==> src/design/jvsv_pkg.sv <==
// Shared types, status codes and literal tables for the JSON value validator.
package jvsv_pkg;

  localparam int MAX_DEPTH_DEF   = 32;
  localparam int LENGTH_BITS_DEF = 32;
  localparam int SPAN_W          = 32;
  localparam int STATUS_W        = 2;

  localparam logic [STATUS_W-1:0] ST_OK   = 2'd0;
  localparam logic [STATUS_W-1:0] ST_BAD  = 2'd1;
  localparam logic [STATUS_W-1:0] ST_DEEP = 2'd2;

  localparam logic [1:0] LIT_NULL  = 2'd0;
  localparam logic [1:0] LIT_TRUE  = 2'd1;
  localparam logic [1:0] LIT_FALSE = 2'd2;

  localparam logic [7:0] CH_BSLASH = 8'h5C;
  localparam logic [7:0] CH_QUOTE  = 8'h22;
  localparam logic [7:0] CH_COLON  = 8'h3A;
  localparam logic [7:0] CH_COMMA  = 8'h2C;
  localparam logic [7:0] CH_LBRACK = 8'h5B;
  localparam logic [7:0] CH_RBRACK = 8'h5D;
  localparam logic [7:0] CH_LBRACE = 8'h7B;
  localparam logic [7:0] CH_RBRACE = 8'h7D;
  localparam logic [7:0] CH_MINUS  = 8'h2D;
  localparam logic [7:0] CH_PLUS   = 8'h2B;
  localparam logic [7:0] CH_DOT    = 8'h2E;
  localparam logic [7:0] CH_ZERO   = 8'h30;
  localparam logic [7:0] CH_NINE   = 8'h39;
  localparam logic [7:0] CH_LC_E   = 8'h65;
  localparam logic [7:0] CH_UC_E   = 8'h45;
  localparam logic [7:0] CH_LC_N   = 8'h6E;
  localparam logic [7:0] CH_LC_T   = 8'h74;
  localparam logic [7:0] CH_LC_F   = 8'h66;

  typedef struct packed {
    logic       restart;
    logic       end_of_input;
    logic [7:0] data_byte;
  } item_t;

  typedef struct packed {
    logic [STATUS_W-1:0] status;
    logic [SPAN_W-1:0]   span_length;
  } result_t;

  // Expected byte of "null", "true", "false" at a position
  function automatic logic [7:0] lit_char(input logic [1:0] kind, input logic [2:0] pos);
    logic [7:0] c;
    c = 8'h00;
    unique case (kind)
      LIT_NULL: begin
        unique case (pos)
          3'd0:    c = 8'h6E;
          3'd1:    c = 8'h75;
          3'd2:    c = 8'h6C;
          3'd3:    c = 8'h6C;
          default: c = 8'h00;
        endcase
      end
      LIT_TRUE: begin
        unique case (pos)
          3'd0:    c = 8'h74;
          3'd1:    c = 8'h72;
          3'd2:    c = 8'h75;
          3'd3:    c = 8'h65;
          default: c = 8'h00;
        endcase
      end
      LIT_FALSE: begin
        unique case (pos)
          3'd0:    c = 8'h66;
          3'd1:    c = 8'h61;
          3'd2:    c = 8'h6C;
          3'd3:    c = 8'h73;
          3'd4:    c = 8'h65;
          default: c = 8'h00;
        endcase
      end
      default: c = 8'h00;
    endcase
    return c;
  endfunction

  function automatic logic [2:0] lit_len(input logic [1:0] kind);
    logic [2:0] n;
    unique case (kind)
      LIT_NULL:  n = 3'd4;
      LIT_TRUE:  n = 3'd4;
      LIT_FALSE: n = 3'd5;
      default:   n = 3'd0;
    endcase
    return n;
  endfunction

  function automatic logic is_digit(input logic [7:0] b);
    return (b >= CH_ZERO) && (b <= CH_NINE);
  endfunction

endpackage

==> src/design/jvsv_in_stage.sv <==
// Input register stage for the JSON validator byte stream.
module jvsv_in_stage
  import jvsv_pkg::*;
(
  input  logic  clk,
  input  logic  rst_n,
  input  logic  in_tvalid,
  output logic  in_tready,
  input  item_t in_item,
  input  logic  advance,
  output logic  item_valid,
  output item_t item
);

  logic  valid_r;
  item_t item_r;

  assign in_tready  = !valid_r || advance;
  assign item_valid = valid_r;
  assign item       = item_r;

  always_ff @(posedge clk) begin
    if (!rst_n) begin
      valid_r <= 1'b0;
    end else if (in_tready) begin
      valid_r <= in_tvalid;
    end
  end

  always_ff @(posedge clk) begin
    if (in_tvalid && in_tready) begin
      item_r <= in_item;
    end
  end

endmodule

==> src/design/jvsv_scan.sv <==
// Scanner state machine: phase, container stack, depth and byte count.
module jvsv_scan
  import jvsv_pkg::*;
#(
  parameter int MAX_DEPTH   = MAX_DEPTH_DEF,
  parameter int LENGTH_BITS = LENGTH_BITS_DEF
) (
  input  logic    clk,
  input  logic    rst_n,
  input  logic    fire,
  input  item_t   item,
  output logic    res_emit,
  output result_t res
);

  localparam int DW = $clog2(MAX_DEPTH + 1);
  localparam int LB = LENGTH_BITS;

  localparam logic [4:0] PH_IDLE      = 5'd0;
  localparam logic [4:0] PH_VALUE     = 5'd1;
  localparam logic [4:0] PH_ARR_FIRST = 5'd2;
  localparam logic [4:0] PH_OBJ_FIRST = 5'd3;
  localparam logic [4:0] PH_OBJ_KEY   = 5'd4;
  localparam logic [4:0] PH_KEY_STR   = 5'd5;
  localparam logic [4:0] PH_KEY_ESC   = 5'd6;
  localparam logic [4:0] PH_COLON     = 5'd7;
  localparam logic [4:0] PH_AFTER     = 5'd8;
  localparam logic [4:0] PH_STR       = 5'd9;
  localparam logic [4:0] PH_STR_ESC   = 5'd10;
  localparam logic [4:0] PH_LIT       = 5'd11;
  localparam logic [4:0] PH_NUM_SIGN  = 5'd12;
  localparam logic [4:0] PH_NUM_ZERO  = 5'd13;
  localparam logic [4:0] PH_NUM_INT   = 5'd14;
  localparam logic [4:0] PH_FRAC0     = 5'd15;
  localparam logic [4:0] PH_FRAC      = 5'd16;
  localparam logic [4:0] PH_EXP0      = 5'd17;
  localparam logic [4:0] PH_EXPS      = 5'd18;
  localparam logic [4:0] PH_EXP       = 5'd19;

  logic [4:0]           phase_r, phase_nxt;
  logic [1:0]           kind_r, kind_nxt;
  logic [2:0]           pos_r, pos_nxt;
  logic [DW-1:0]        depth_r, depth_nxt;
  logic [LB-1:0]        cnt_r, cnt_nxt;
  logic [MAX_DEPTH-1:0] stack_r, stack_nxt;

  logic [LB-1:0]        len_v;
  logic [STATUS_W-1:0]  status_v;
  logic [SPAN_W-1:0]    span_v;

  always_comb begin
    logic [4:0]    ph0, ph, nx;
    logic [DW-1:0] d0, d_after;
    logic [LB-1:0] c0, c1;
    logic [7:0]    b;
    logic          is_num, num_end, dg, ee;
    logic          start, open, open_kind, close, done, fail, deep, top;

    phase_nxt = phase_r;
    kind_nxt  = kind_r;
    pos_nxt   = pos_r;
    depth_nxt = depth_r;
    cnt_nxt   = cnt_r;
    stack_nxt = stack_r;
    res_emit  = 1'b0;
    status_v  = ST_OK;
    len_v     = '0;

    b  = item.data_byte;
    ph0 = item.restart ? PH_VALUE : phase_r;
    d0  = item.restart ? '0 : depth_r;
    c0  = item.restart ? '0 : cnt_r;
    c1  = (&c0) ? c0 : c0 + LB'(1);
    dg  = is_digit(b);
    ee  = (b == CH_LC_E) || (b == CH_UC_E);
    top = (d0 != '0) ? stack_r[0] : 1'b0;

    is_num = (ph0 == PH_NUM_ZERO) || (ph0 == PH_NUM_INT) ||
             (ph0 == PH_FRAC) || (ph0 == PH_EXP);
    // Phase a number moves to on this byte; IDLE means the number has ended
    priority case (ph0)
      PH_NUM_ZERO: nx = (b == CH_DOT) ? PH_FRAC0 : (ee ? PH_EXP0 : PH_IDLE);
      PH_NUM_INT:  nx = dg ? PH_NUM_INT :
                        ((b == CH_DOT) ? PH_FRAC0 : (ee ? PH_EXP0 : PH_IDLE));
      PH_FRAC:     nx = dg ? PH_FRAC : (ee ? PH_EXP0 : PH_IDLE);
      default:     nx = dg ? PH_EXP : PH_IDLE;
    endcase
    num_end = is_num && (nx == PH_IDLE);

    start = 1'b0; open = 1'b0; open_kind = 1'b0; close = 1'b0;
    done = 1'b0; fail = 1'b0; deep = 1'b0;
    d_after = d0;
    ph = num_end ? PH_AFTER : ph0;

    if (fire) begin
      phase_nxt = ph0;
      depth_nxt = d0;
      cnt_nxt   = c0;
      if (item.restart) begin
        kind_nxt = LIT_NULL;
        pos_nxt  = 3'd0;
      end
      if (ph0 != PH_IDLE) begin
        if (item.end_of_input) begin
          res_emit  = 1'b1;
          phase_nxt = PH_IDLE;
          if (is_num && (d0 == '0)) begin
            status_v = ST_OK;
            len_v    = c0;
          end else begin
            status_v = ST_BAD;
          end
        end else if (num_end && (d0 == '0)) begin
          // terminating byte of a top-level number is not counted
          res_emit  = 1'b1;
          status_v  = ST_OK;
          len_v     = c0;
          phase_nxt = PH_IDLE;
        end else begin
          cnt_nxt = c1;
          unique case (ph)
            PH_VALUE: start = 1'b1;
            PH_ARR_FIRST: begin
              if (b == CH_RBRACK) close = 1'b1;
              else                start = 1'b1;
            end
            PH_OBJ_FIRST: begin
              if (b == CH_RBRACE)     close = 1'b1;
              else if (b == CH_QUOTE) phase_nxt = PH_KEY_STR;
              else                    fail = 1'b1;
            end
            PH_OBJ_KEY: begin
              if (b == CH_QUOTE) phase_nxt = PH_KEY_STR;
              else               fail = 1'b1;
            end
            PH_KEY_STR: begin
              if (b == CH_BSLASH)     phase_nxt = PH_KEY_ESC;
              else if (b == CH_QUOTE) phase_nxt = PH_COLON;
            end
            PH_KEY_ESC: phase_nxt = PH_KEY_STR;
            PH_COLON: begin
              if (b == CH_COLON) phase_nxt = PH_VALUE;
              else               fail = 1'b1;
            end
            PH_AFTER: begin
              if (b == CH_COMMA) begin
                phase_nxt = top ? PH_OBJ_KEY : PH_VALUE;
              end else if ((b == CH_RBRACK && !top) || (b == CH_RBRACE && top)) begin
                close = 1'b1;
              end else begin
                fail = 1'b1;
              end
            end
            PH_STR: begin
              if (b == CH_BSLASH)     phase_nxt = PH_STR_ESC;
              else if (b == CH_QUOTE) done = 1'b1;
            end
            PH_STR_ESC: phase_nxt = PH_STR;
            PH_LIT: begin
              if ((pos_r >= lit_len(kind_r)) || (b != lit_char(kind_r, pos_r))) begin
                fail = 1'b1;
              end else begin
                pos_nxt = pos_r + 3'd1;
                if ((pos_r + 3'd1) == lit_len(kind_r)) done = 1'b1;
              end
            end
            PH_NUM_SIGN: begin
              if (b == CH_ZERO) phase_nxt = PH_NUM_ZERO;
              else if (dg)      phase_nxt = PH_NUM_INT;
              else              fail = 1'b1;
            end
            PH_FRAC0: begin
              if (dg) phase_nxt = PH_FRAC;
              else    fail = 1'b1;
            end
            PH_EXP0: begin
              if (b == CH_PLUS || b == CH_MINUS) phase_nxt = PH_EXPS;
              else if (dg)                       phase_nxt = PH_EXP;
              else                               fail = 1'b1;
            end
            PH_EXPS: begin
              if (dg) phase_nxt = PH_EXP;
              else    fail = 1'b1;
            end
            PH_NUM_ZERO, PH_NUM_INT, PH_FRAC, PH_EXP: phase_nxt = nx;
            default: phase_nxt = phase_r;
          endcase

          if (start) begin
            if (b == CH_LC_N || b == CH_LC_T || b == CH_LC_F) begin
              kind_nxt  = (b == CH_LC_N) ? LIT_NULL : ((b == CH_LC_T) ? LIT_TRUE : LIT_FALSE);
              pos_nxt   = 3'd1;
              phase_nxt = PH_LIT;
            end else if (b == CH_MINUS) begin
              phase_nxt = PH_NUM_SIGN;
            end else if (b == CH_ZERO) begin
              phase_nxt = PH_NUM_ZERO;
            end else if (dg) begin
              phase_nxt = PH_NUM_INT;
            end else if (b == CH_QUOTE) begin
              phase_nxt = PH_STR;
            end else if (b == CH_LBRACK) begin
              open = 1'b1;
            end else if (b == CH_LBRACE) begin
              open      = 1'b1;
              open_kind = 1'b1;
            end else begin
              fail = 1'b1;
            end
          end

          if (open) begin
            if (d0 >= DW'(MAX_DEPTH)) begin
              fail = 1'b1;
              deep = 1'b1;
            end else begin
              // stack is a shift line with the innermost container at bit 0
              stack_nxt = {stack_r[MAX_DEPTH-2:0], open_kind};
              depth_nxt = d0 + DW'(1);
              phase_nxt = open_kind ? PH_OBJ_FIRST : PH_ARR_FIRST;
            end
          end

          if (close) begin
            if (d0 != '0) begin
              d_after   = d0 - DW'(1);
              stack_nxt = {1'b0, stack_r[MAX_DEPTH-1:1]};
            end
            depth_nxt = d_after;
            done      = 1'b1;
          end

          if (done) begin
            if (d_after == '0) begin
              res_emit  = 1'b1;
              status_v  = ST_OK;
              len_v     = c1;
              phase_nxt = PH_IDLE;
            end else begin
              phase_nxt = PH_AFTER;
            end
          end

          if (fail) begin
            res_emit  = 1'b1;
            status_v  = deep ? ST_DEEP : ST_BAD;
            len_v     = '0;
            phase_nxt = PH_IDLE;
          end
        end
      end
    end
  end

  generate
    if (LB > SPAN_W) begin : g_len_sat
      assign span_v = (|len_v[LB-1:SPAN_W]) ? {SPAN_W{1'b1}} : len_v[SPAN_W-1:0];
    end else if (LB == SPAN_W) begin : g_len_eq
      assign span_v = len_v;
    end else begin : g_len_ext
      assign span_v = {{(SPAN_W-LB){1'b0}}, len_v};
    end
  endgenerate

  assign res = {status_v, span_v};

  always_ff @(posedge clk) begin
    if (!rst_n) begin
      phase_r <= PH_IDLE;
      kind_r  <= LIT_NULL;
      pos_r   <= 3'd0;
      depth_r <= '0;
      cnt_r   <= '0;
    end else begin
      phase_r <= phase_nxt;
      kind_r  <= kind_nxt;
      pos_r   <= pos_nxt;
      depth_r <= depth_nxt;
      cnt_r   <= cnt_nxt;
    end
  end

  always_ff @(posedge clk) begin
    stack_r <= stack_nxt;
  end

endmodule

==> src/design/json_value_skip_validator.sv <==
// Results: the input stage registers the ending transaction, res_r its result.
// Throughput: one byte per cycle; the scan stage takes a byte every cycle the
// result register is free or being drained.
// Reset (rst_n, synchronous): clears scan phase, depth, byte count and valids;
// the container stack holds no reset value and is written before it is read.
module json_value_skip_validator
  import jvsv_pkg::*;
#(
  parameter int MAX_DEPTH   = MAX_DEPTH_DEF,
  parameter int LENGTH_BITS = LENGTH_BITS_DEF
) (
  input  logic        clk,
  input  logic        rst_n,
  input  logic        in_tvalid,
  output logic        in_tready,
  input  logic [7:0]  in_tdata,   // [7:0] data_byte
  input  logic [1:0]  in_tuser,   // [0] restart, [1] end_of_input
  output logic        out_tvalid,
  input  logic        out_tready,
  output logic [39:0] out_tdata   // [1:0] status, [33:2] span_length, [39:34] zero
);

  item_t   in_item, item;
  result_t res, res_r;
  logic    item_valid, advance, res_emit, out_valid_r;

  assign in_item.restart      = in_tuser[0];
  assign in_item.end_of_input = in_tuser[1];
  assign in_item.data_byte    = in_tdata;

  assign advance = !out_valid_r || out_tready;

  jvsv_in_stage u_in (
    .clk        (clk),
    .rst_n      (rst_n),
    .in_tvalid  (in_tvalid),
    .in_tready  (in_tready),
    .in_item    (in_item),
    .advance    (advance),
    .item_valid (item_valid),
    .item       (item)
  );

  jvsv_scan #(
    .MAX_DEPTH   (MAX_DEPTH),
    .LENGTH_BITS (LENGTH_BITS)
  ) u_scan (
    .clk      (clk),
    .rst_n    (rst_n),
    .fire     (item_valid && advance),
    .item     (item),
    .res_emit (res_emit),
    .res      (res)
  );

  always_ff @(posedge clk) begin
    if (!rst_n) begin
      out_valid_r <= 1'b0;
    end else if (advance) begin
      out_valid_r <= item_valid && res_emit;
    end
  end

  always_ff @(posedge clk) begin
    if (advance && item_valid && res_emit) begin
      res_r <= res;
    end
  end

  assign out_tvalid = out_valid_r;
  assign out_tdata  = {6'd0, res_r.span_length, res_r.status};

endmodule

==> config.mk <==
export PLATFORM = sky130hd
export DESIGN_NAME = json_value_skip_validator
export DESIGN_NICKNAME = d
export VERILOG_FILES = /design/src/design/jvsv_pkg.sv /design/src/design/jvsv_in_stage.sv /design/src/design/jvsv_scan.sv /design/src/design/json_value_skip_validator.sv
export SDC_FILE = /design/constraint.sdc
export NUM_CORES = 1
export LEC_CHECK = 0
export BUFFER_PORTS_ARGS = -buffer_cell sky130_fd_sc_hd__buf_4
export CAP_MARGIN = 20
export CORE_UTILIZATION = 31
export CTS_CLUSTER_DIAMETER = 150
export CTS_CLUSTER_SIZE = 10
export DETAILED_ROUTE_END_ITERATION = 8
export GPL_ROUTABILITY_DRIVEN = 0
export SETUP_SLACK_MARGIN = 0.15
export SYNTH_ARGS = -nofsm -noshare
export SYNTH_HDL_FRONTEND = slang
export SYNTH_SLANG_ARGS = --single-unit
export TNS_END_PERCENT = 20
==> constraint.sdc <==
create_clock -name clk -period 15 [get_ports clk]
set_input_delay 3 -clock clk [delete_from_list [all_inputs] [get_ports clk]]
set_output_delay 3 -clock clk [all_outputs]
set_load 0.02 [all_outputs]
# Yosys cells after proc, flatten, opt, wreduce, memory -nomap -nowiden
# Cells that the tools add are included.
# totals
mem_count	0
reg_bits	126
mem_bits_ro	0
inputBits	14
mem_bits_rw	0
latch_bits	0
# classes
mul	0
reduce_logical	39
mux	193
div	0
eq_ne	48
n_bitwise	2
n_addsub	4
shifts	0
n_lt_le_gt_ge	4
# op_table
operator	n
$mux W32	15
$mux W5	32
$mux W1	84
$eq A8 B7 Y1 const B	10
$mux W6	13
$pmux W5 S14	1
$mux W3	20
$eq A8 B6 Y1 const B	7
$eq A5 B4 Y1 const B	10
$mux W8	5
$pmux W7 S5	1
$add A32 B1 Y32 const B	1
$reduce_and A32 Y1	1
$eq A5 B5 Y1 const B	6
$pmux W7 S4	1
$mux W2	12
$pmux W8 S3	1
$pmux W7 S3	1
$eq A5 B3 Y1 const B	4
$pmux W5 S3	1
$logic_not A6 Y1	2
$logic_or A1 B1 Y1	11
$eq A5 B2 Y1 const B	2
$logic_and A1 B1 Y1	10
32 further kinds	39

# Logic depth before layout (Yosys ltp)
# Gate-level depths: netlist (run 1).
# logic_depth
depth_word	39
mapped_depth	15

# By module
# From an unflattened synthesis (run 1), not the netlist that was laid out.
# hier_totals
cells_unflattened	1057
hier_area_um2	8720.9
# by_module_without_submodules
mod	area_each_um2	instances	cells_each
jvsv_scan	7221.9	1	995
json_value_skip_validator	1141.1	1	47
jvsv_in_stage	357.8	1	15

# Worst setup path after synthesis (run 1)
# Ideal clock, no wire load.
# synth_path
kind	input to output
from	input out_tready
to	output in_tready
arrival_time_ps	3395
path_stages	2
path_slack_ps	8605
path_cell_list	nor2b_1 -> nand2_1
# synth_between
elab_chain_cells	2
# synth_rtl
item	line_no	text
from (decl)	json_value_skip_validator.sv:19	input logic out_tready,
$logic_or A1 B1 Y1	json_value_skip_validator.sv:31	assign advance = !out_valid_r || out_tready;
$logic_or A1 B1 Y1	jvsv_in_stage.sv:18	assign in_tready = !valid_r || advance;
to (decl)	json_value_skip_validator.sv:15	output logic in_tready,
# No other way between the ends.

# Worst setup path in the final report (run 1)
# Ends and elaborated chain as after synthesis.

==> results.md, run 1 <==
* Status: finished, final reports clean
* Static Leak at between 3 and 4 nW
* Worst-margin pin slew at roughly 1.1 ns
* Initial antenna violation count at 0
* Final ANT Viol Nets at 0
* Max Freq at 151.3 MHz
* DRT Pass-1 Iters at 6
* Cell taking the most area after synthesis: edfxtp_1
* Complex-gate fraction of the synthesized area at 0.2014
* Layout area overhead at 13.51%
* RSZ-0062 raised after global routing: no
* PnR worst setup slack at between 8 and 9 ns
* Mapped Cells at roughly 1100
* # hold bufs at CTS at 0
* Synth warnings at 0
* First-pass GRT wire length at between 40000 and 50000 um
* CP max FO at 5
* Peak supply drop at 0.04844 mV
* CP Class: in -> out
* CTS tree: yes
* Routed len/inst at ~17 um
* Starting Density at 0.3154
* Deepest clock path buffer count at 2
* Pwr/cell area at slightly above 80 nW/um^2
* Boundary Pins at 56
* Final TNS setup at 0 ns
* Worst setup startpoint: out_tready
* Total track usage at 0.1778
* Die Span Y at 173.1 um
* Vias at slightly below 9000
* Drc violations at 0
* Mux contribution to synthesized area at 0.04535
* Launch point of the worst hold path: u_scan.cnt_r[3]$_SDFFE_PN0P_
* Nets at around 1200
* Total gr overflow at 0
* Final Skew at 0.008963 ns
* Hold WC Path Type: reg -> reg
* Clk slew on worst S/H paths at around 0.060 ns
* Synth Area in XOR/XNOR at 0.03198
* Startpoint Class: input port
* FF+latch count, synth at 126
* Top-count cell post-synth: nand2_1
* IO buf count at 49
* CTS Sinks at between 100 and 150
* Setup violations, final at 0
* Post-synthesis sequential area ratio at 0.3617
* Finished Core Util at 0.3580
* Ratio of cells with drive above 1 in the final layout at 0.1129
* CTS H-Tree Depth at 4
* Root buf cell: clkbuf_16
* Routed wire length at 26640 um
* Hold slack at just over 0.5 ns
* Max-slew violations at 0
* Max-cap viol count at 0
* Max_slew headroom at 0.2947
* Clock period minus worst slack at about 6.6 ns
* Drt initial violations at 1081
* Synth top area cells: edfxtp_1, dfxtp_1, nand2_1
* Largest net degree at the start of global routing at 68
* Die Area at 29970 sq um
* Via density per instance at 5.665
* Post-synth top flop: edfxtp_1
* Async SR Flop Fraction at 0
* Clock Latency Late Sink at roughly 0.43 ns
* Post-synth top area share at 0.2514
* Fill count at about 3000
* Launch point of the worst reg-to-reg path: u_in.item[9]$_DFFE_PP_
* Synth cell types at 88
* Core Rows at 62
* Adder-cell share of the synthesized area at 0.01516
* Period utilization at 0.4407
* Post-DP HPWL at between 15000 and 20000 um
* CP Data Required Time at 12.00 ns
* Core Box Area at roughly 29000 sq um
* WP data arrival at between 3 and 4 ns
* Total power at about 0.85 mW
* Vias in the first global route at approximately 8100
* Avg Inst Size Synth at approximately 8.0 sq um
* Synth Area in Simple Gates at 0.2936
* Post_cts resized at 0
* Largest family of logic cells by synthesized area: simple AND/OR/NAND/NOR gates
* Post-Place Worst Slack at between 8 and 9 ns
* Final hold violation count at 0
* CTS Buf Count at 17
* Antenna cell count at 0
* Die X at between 150 and 200 um
* Commonest cells post-synth: nand2_1, nor2_1, o21ai_0
* Mapped Area at around 9100 sq um
* Post-synth EDFFs at 76
* Nature of the critical path endpoint: output port
* Post-CTS Setup Bufs at 0
==> layer usage <==
layer,track usage,wire (um),vias up,share of wire
li1,-,-,4143,-
met1,0.2500,12320,4090,0.46
met2,0.2639,11440,402,0.43
met3,0.04485,2273,61,0.085
met4,0.05937,604,0,0.023
met5,0,0,-,0
==> registers in the layout, indices dropped and copies added (netlist names) <==
register         flops
u_scan.pos_r         3
u_scan.depth_r       6
u_scan.cnt_r        32
u_scan.stack_r      32
u_scan.kind_r        2
out_tvalid           1
out_tdata           34
u_in.item           10
u_scan.phase_r       5
u_in.item_valid      1
==> cells by family (layout without fill, tap and decap cells) <==
family / Yosys count / count (layout)
other: 1 / 6
xor gates and xnor gates: 31 / 31
buffers and inverters: 108 / 124
muxes: 39 / 39
and+or+nand+nor: 536 / 536
DFF: 126 / 126
AOI/OAI and AO/OA: 278 / 278
adders and majority gates: 11 / 11
==> final timing paths <==
path	end	slack (ns)	depth (start not counted)
max	in_tready	8.39	4
min	u_scan.cnt_r[3]$_SDFFE_PN0P_	0.51	2
max reg2reg	out_tdata[27]$_SDFFCE_PN0P_	9.79	15
min reg2reg	u_scan.cnt_r[3]$_SDFFE_PN0P_	0.51	2
==> worst max-delay path, cell delays in order <==
cell and delay [ns]:
buf_4 0.11, nor2b_1 0.23, nand2_1 0.11, buf_4 0.16
==> final cells by class <==
type / instances / area (sq um) / share of cell area
inverters: 28 / 105.1 / 0.01020
clock buffers: 17 / 425.4 / 0.04129
repair buffers: 64 / 480.5 / 0.04664
clock inverters: 15 / 148.9 / 0.01445
multi-input cells: 901 / 5379 / 0.5221
well taps: 384 / 480.5 / 0.04664
flip-flops and latches: 126 / 3283 / 0.3187
==> power by group <==
part | internal [mW] | switching [mW] | total [mW]
clock network | 0.233 | 0.177 | 0.410
registers | 0.371 | 0.00595 | 0.377
logic | 0.0194 | 0.0433 | 0.0627
total | 0.624 | 0.227 | 0.851
==> cells in the final DEF (no fill, tap or decap), types with 6 or more instances in the layout <==
master | netlist | final
a221oi_1 | 16 | 16
a211oi_1 | 8 | 8
a31oi_1 | 15 | 15
conb_1 | 1 | 6
dfxtp_1 | 50 | 50
xor2_1 | 14 | 14
or4_1 | 7 | 7
nor3_1 | 45 | 44
and3_1 | 13 | 13
o211ai_1 | 7 | 7
buf_4 | 8 | 64
mux2i_1 | 34 | 34
nor3b_1 | 9 | 9
edfxtp_1 | 76 | 76
nand2b_1 | 14 | 14
or2_2 | 7 | 7
xnor2_1 | 16 | 16
clkbuf_16 | 0 | 17
inv_6 | 0 | 6
nand3_1 | 47 | 47
and2_1 | 11 | 11
a22oi_1 | 15 | 15
nand2_1 | 163 | 163
o21ai_0 | 91 | 91
o21a_1 | 9 | 9
ha_1 | 11 | 11
a21o_1 | 9 | 9
nor4_1 | 11 | 11
nor2b_1 | 27 | 27
a21oi_1 | 48 | 47
nor2_1 | 126 | 125
nand4_1 | 12 | 12
inv_1 | 26 | 26
o31ai_1 | 6 | 6
==> stage by stage <==
stage          instances  cell area [sq um]
2_1_floorplan       1135               9095
5_1_grt             1535              10300
6_report            1535              10300
3_3_place_gp        1503               9728
4_1_cts             1535              10300
3_5_place_dp        1503               9728
No activity file was read; power rests on OpenSTA's default activity.
==> inputs of run 2 (changes only) <==
Clock period 15 ns to 6.1 ns, I/O delays scaled along.
==> results.md, run 2 (same netlist as run 1, synthesis figures left out) <==
* Status: finished, final reports clean
* Final Skew at 0.01091 ns (+0.001945 ns)
* Largest stage delay on the critical path at 0.72 ns (+0.49 ns)
* Core Box Area at 28780 sq um (unchanged)
* Boundary Pins at 56 (unchanged)
* Vias in the first global route at 8106 (+0.45%)
* RSZ-0062 raised after global routing: no
* Max Freq at approximately 220 MHz
* CTS Buf Count at 17 (unchanged)
* Via density per instance at 5.642 (-0.41%)
* Finished Core Util at 0.3583 (about the same)
* WP data arrival at 4.72 ns (+1.11 ns)
* Initial antenna violation count at 0 (unchanged)
* Hold WC Path Type: reg -> reg
* Most frequent cells in the layout: nand2_1, nor2_1, o21ai_0
* Max-cap viol count at 0 (unchanged)
* Max-slew violations at 0 (unchanged)
* CTS Sinks at 126 (unchanged)
* Final ANT Viol Nets at 0 (unchanged)
* Startpoint Class: register
* Die Area at 29970 sq um (unchanged)
* Deepest clock path buffer count at 2 (unchanged)
* Clock Latency Late Sink at 0.43 ns (about the same)
* Nature of the critical path endpoint: register
* Worst path slowest cell: a2111oi_0
* Pwr/cell area at 206.3 nW/um^2 (+150%)
* Routed len/inst at 17.71 um (+2.0%)
* Root buf cell: clkbuf_16
* Clock period minus worst slack at 4.598 ns
* CTS tree: yes
* CP Class: reg -> reg
* Layout area overhead at 13.61% (about the same)
* Die Span Y at 173.1 um (unchanged)
* Post-Place Worst Slack at 1.597 ns (-6.780 ns)
* Drt initial violations at 1131 (+4.6%)
* Total track usage at 0.1826 (+0.004799)
* Drc violations at 0 (unchanged)
* # hold bufs at CTS at 0 (unchanged)
* DRT Pass-1 Iters at 6 (unchanged)
* Antenna cell count at 0 (unchanged)
* Ratio of cells with drive above 1 in the final layout at 0.1088 (-0.004155)
* Largest net degree at the start of global routing at 68 (unchanged)
* Post-DP HPWL at 18510 um (+5.2%)
* Die X at 173.1 um (unchanged)
* IO buf count at 49 (unchanged)
* Largest register FFs at 34 (unchanged)
* Max_slew headroom at 0.2954 (+0.0006740)
* Vias at 8649 (-0.54%)
* Starting Density at 0.3154 (unchanged)
* Total power at 2.127 mW (+150%)
* Worst-margin pin slew at 1.054 ns (-0.001008 ns)
* Setup violations, final at 0 (unchanged)
* Peak supply drop at 0.1436 mV (+200%)
* Core Rows at 62 (unchanged)
* CTS H-Tree Depth at 4 (unchanged)
* Flop2flop setup slack at 1.50 ns (-8.29 ns)
* Final TNS setup at 0 ns (unchanged)
* Static Leak at 3.121 nW (-0.35%)
* Final hold violation count at 0 (unchanged)
* Post-CTS Setup Bufs at 0 (unchanged)
* Nets at 1161 (-0.17%)
* Cells along the critical path: inv_1 > nand2_1 > ha_1 > a21bo_2 > a2111oi_0 > o211ai_2 > nand2_1 > mux2i_1 > o21ai_1 > buf_4 > nor2_2 > a21oi_1 > a2111oi_0
* Period utilization at 0.7538
* Clk slew on worst S/H paths at 0.06 ns (about the same)
* Most common cell after layout, fill and taps aside: nand2_1
* First-pass GRT wire length at 44020 um (+2.2%)
* Post_cts resized at 0 (unchanged)
* Routed wire length at 27150 um (+1.9%)
* PnR worst setup slack at 1.502 ns (-6.887 ns)
* CP Data Required Time at 6.22 ns (-5.78 ns)
* CP max FO at 23 (+18)
* Total gr overflow at 0 (unchanged)
==> run 2: metrics by stage <==
stage | instances | cell area (sq um) | hold slack, ns
global placement | 1501 | 9713 | 0.4925
finish | 1533 | 10310 | 0.5106
detailed placement | 1501 | 9713 | 0.4931
floorplan | 1135 | 9095 | 0.4597
CTS | 1533 | 10310 | 0.5086
global route | 1533 | 10310 | 0.5628
==> run 2: path summary, 6_finish.rpt <==
check                          startpoint                            to  depth (start not counted)
min          u_scan.cnt_r[1]$_SDFFE_PN0P_  u_scan.cnt_r[1]$_SDFFE_PN0P_                          2
max reg2reg        u_in.item[9]$_DFFE_PP_    out_tdata[5]$_SDFFCE_PN0P_                         13
min reg2reg  u_scan.cnt_r[1]$_SDFFE_PN0P_  u_scan.cnt_r[1]$_SDFFE_PN0P_                          2
max                u_in.item[9]$_DFFE_PP_    out_tdata[5]$_SDFFCE_PN0P_                         13
==> run 2: layout make-up <==
type                       instances  area, sq um
fill                            2947        18470
multi-input combinational        901         5379
sequential                       126         3283
tap                              384        480.5
timing repair buffer              62        465.4
clock buffer                      20        436.7
clock inverter                    12        161.4
inverter                          28        105.1
==> run 2: critical path, delay by kind of cell (launching register included) <==
family	cells	cell delay [ns]
compound gates	6	2.06
fa+ha+maj	1	0.27
buf+inv	2	0.38
flops	1	0.39
mux	1	0.32
simple gates	3	0.86
==> run 2: layer usage <==
layer	routed length [um]	global-route usage
met1	12760	0.2622
met2	11670	0.2722
met3	2112	0.03650
met4	607	0.05973
met5	0	0
==> run 2: power breakdown <==
group	leakage, nW	internal, mW	switching, mW
registers	0.992	0.914	0.0153
logic	1.85	0.0466	0.106
clock network	0.283	0.646	0.399
total	3.12	1.61	0.520
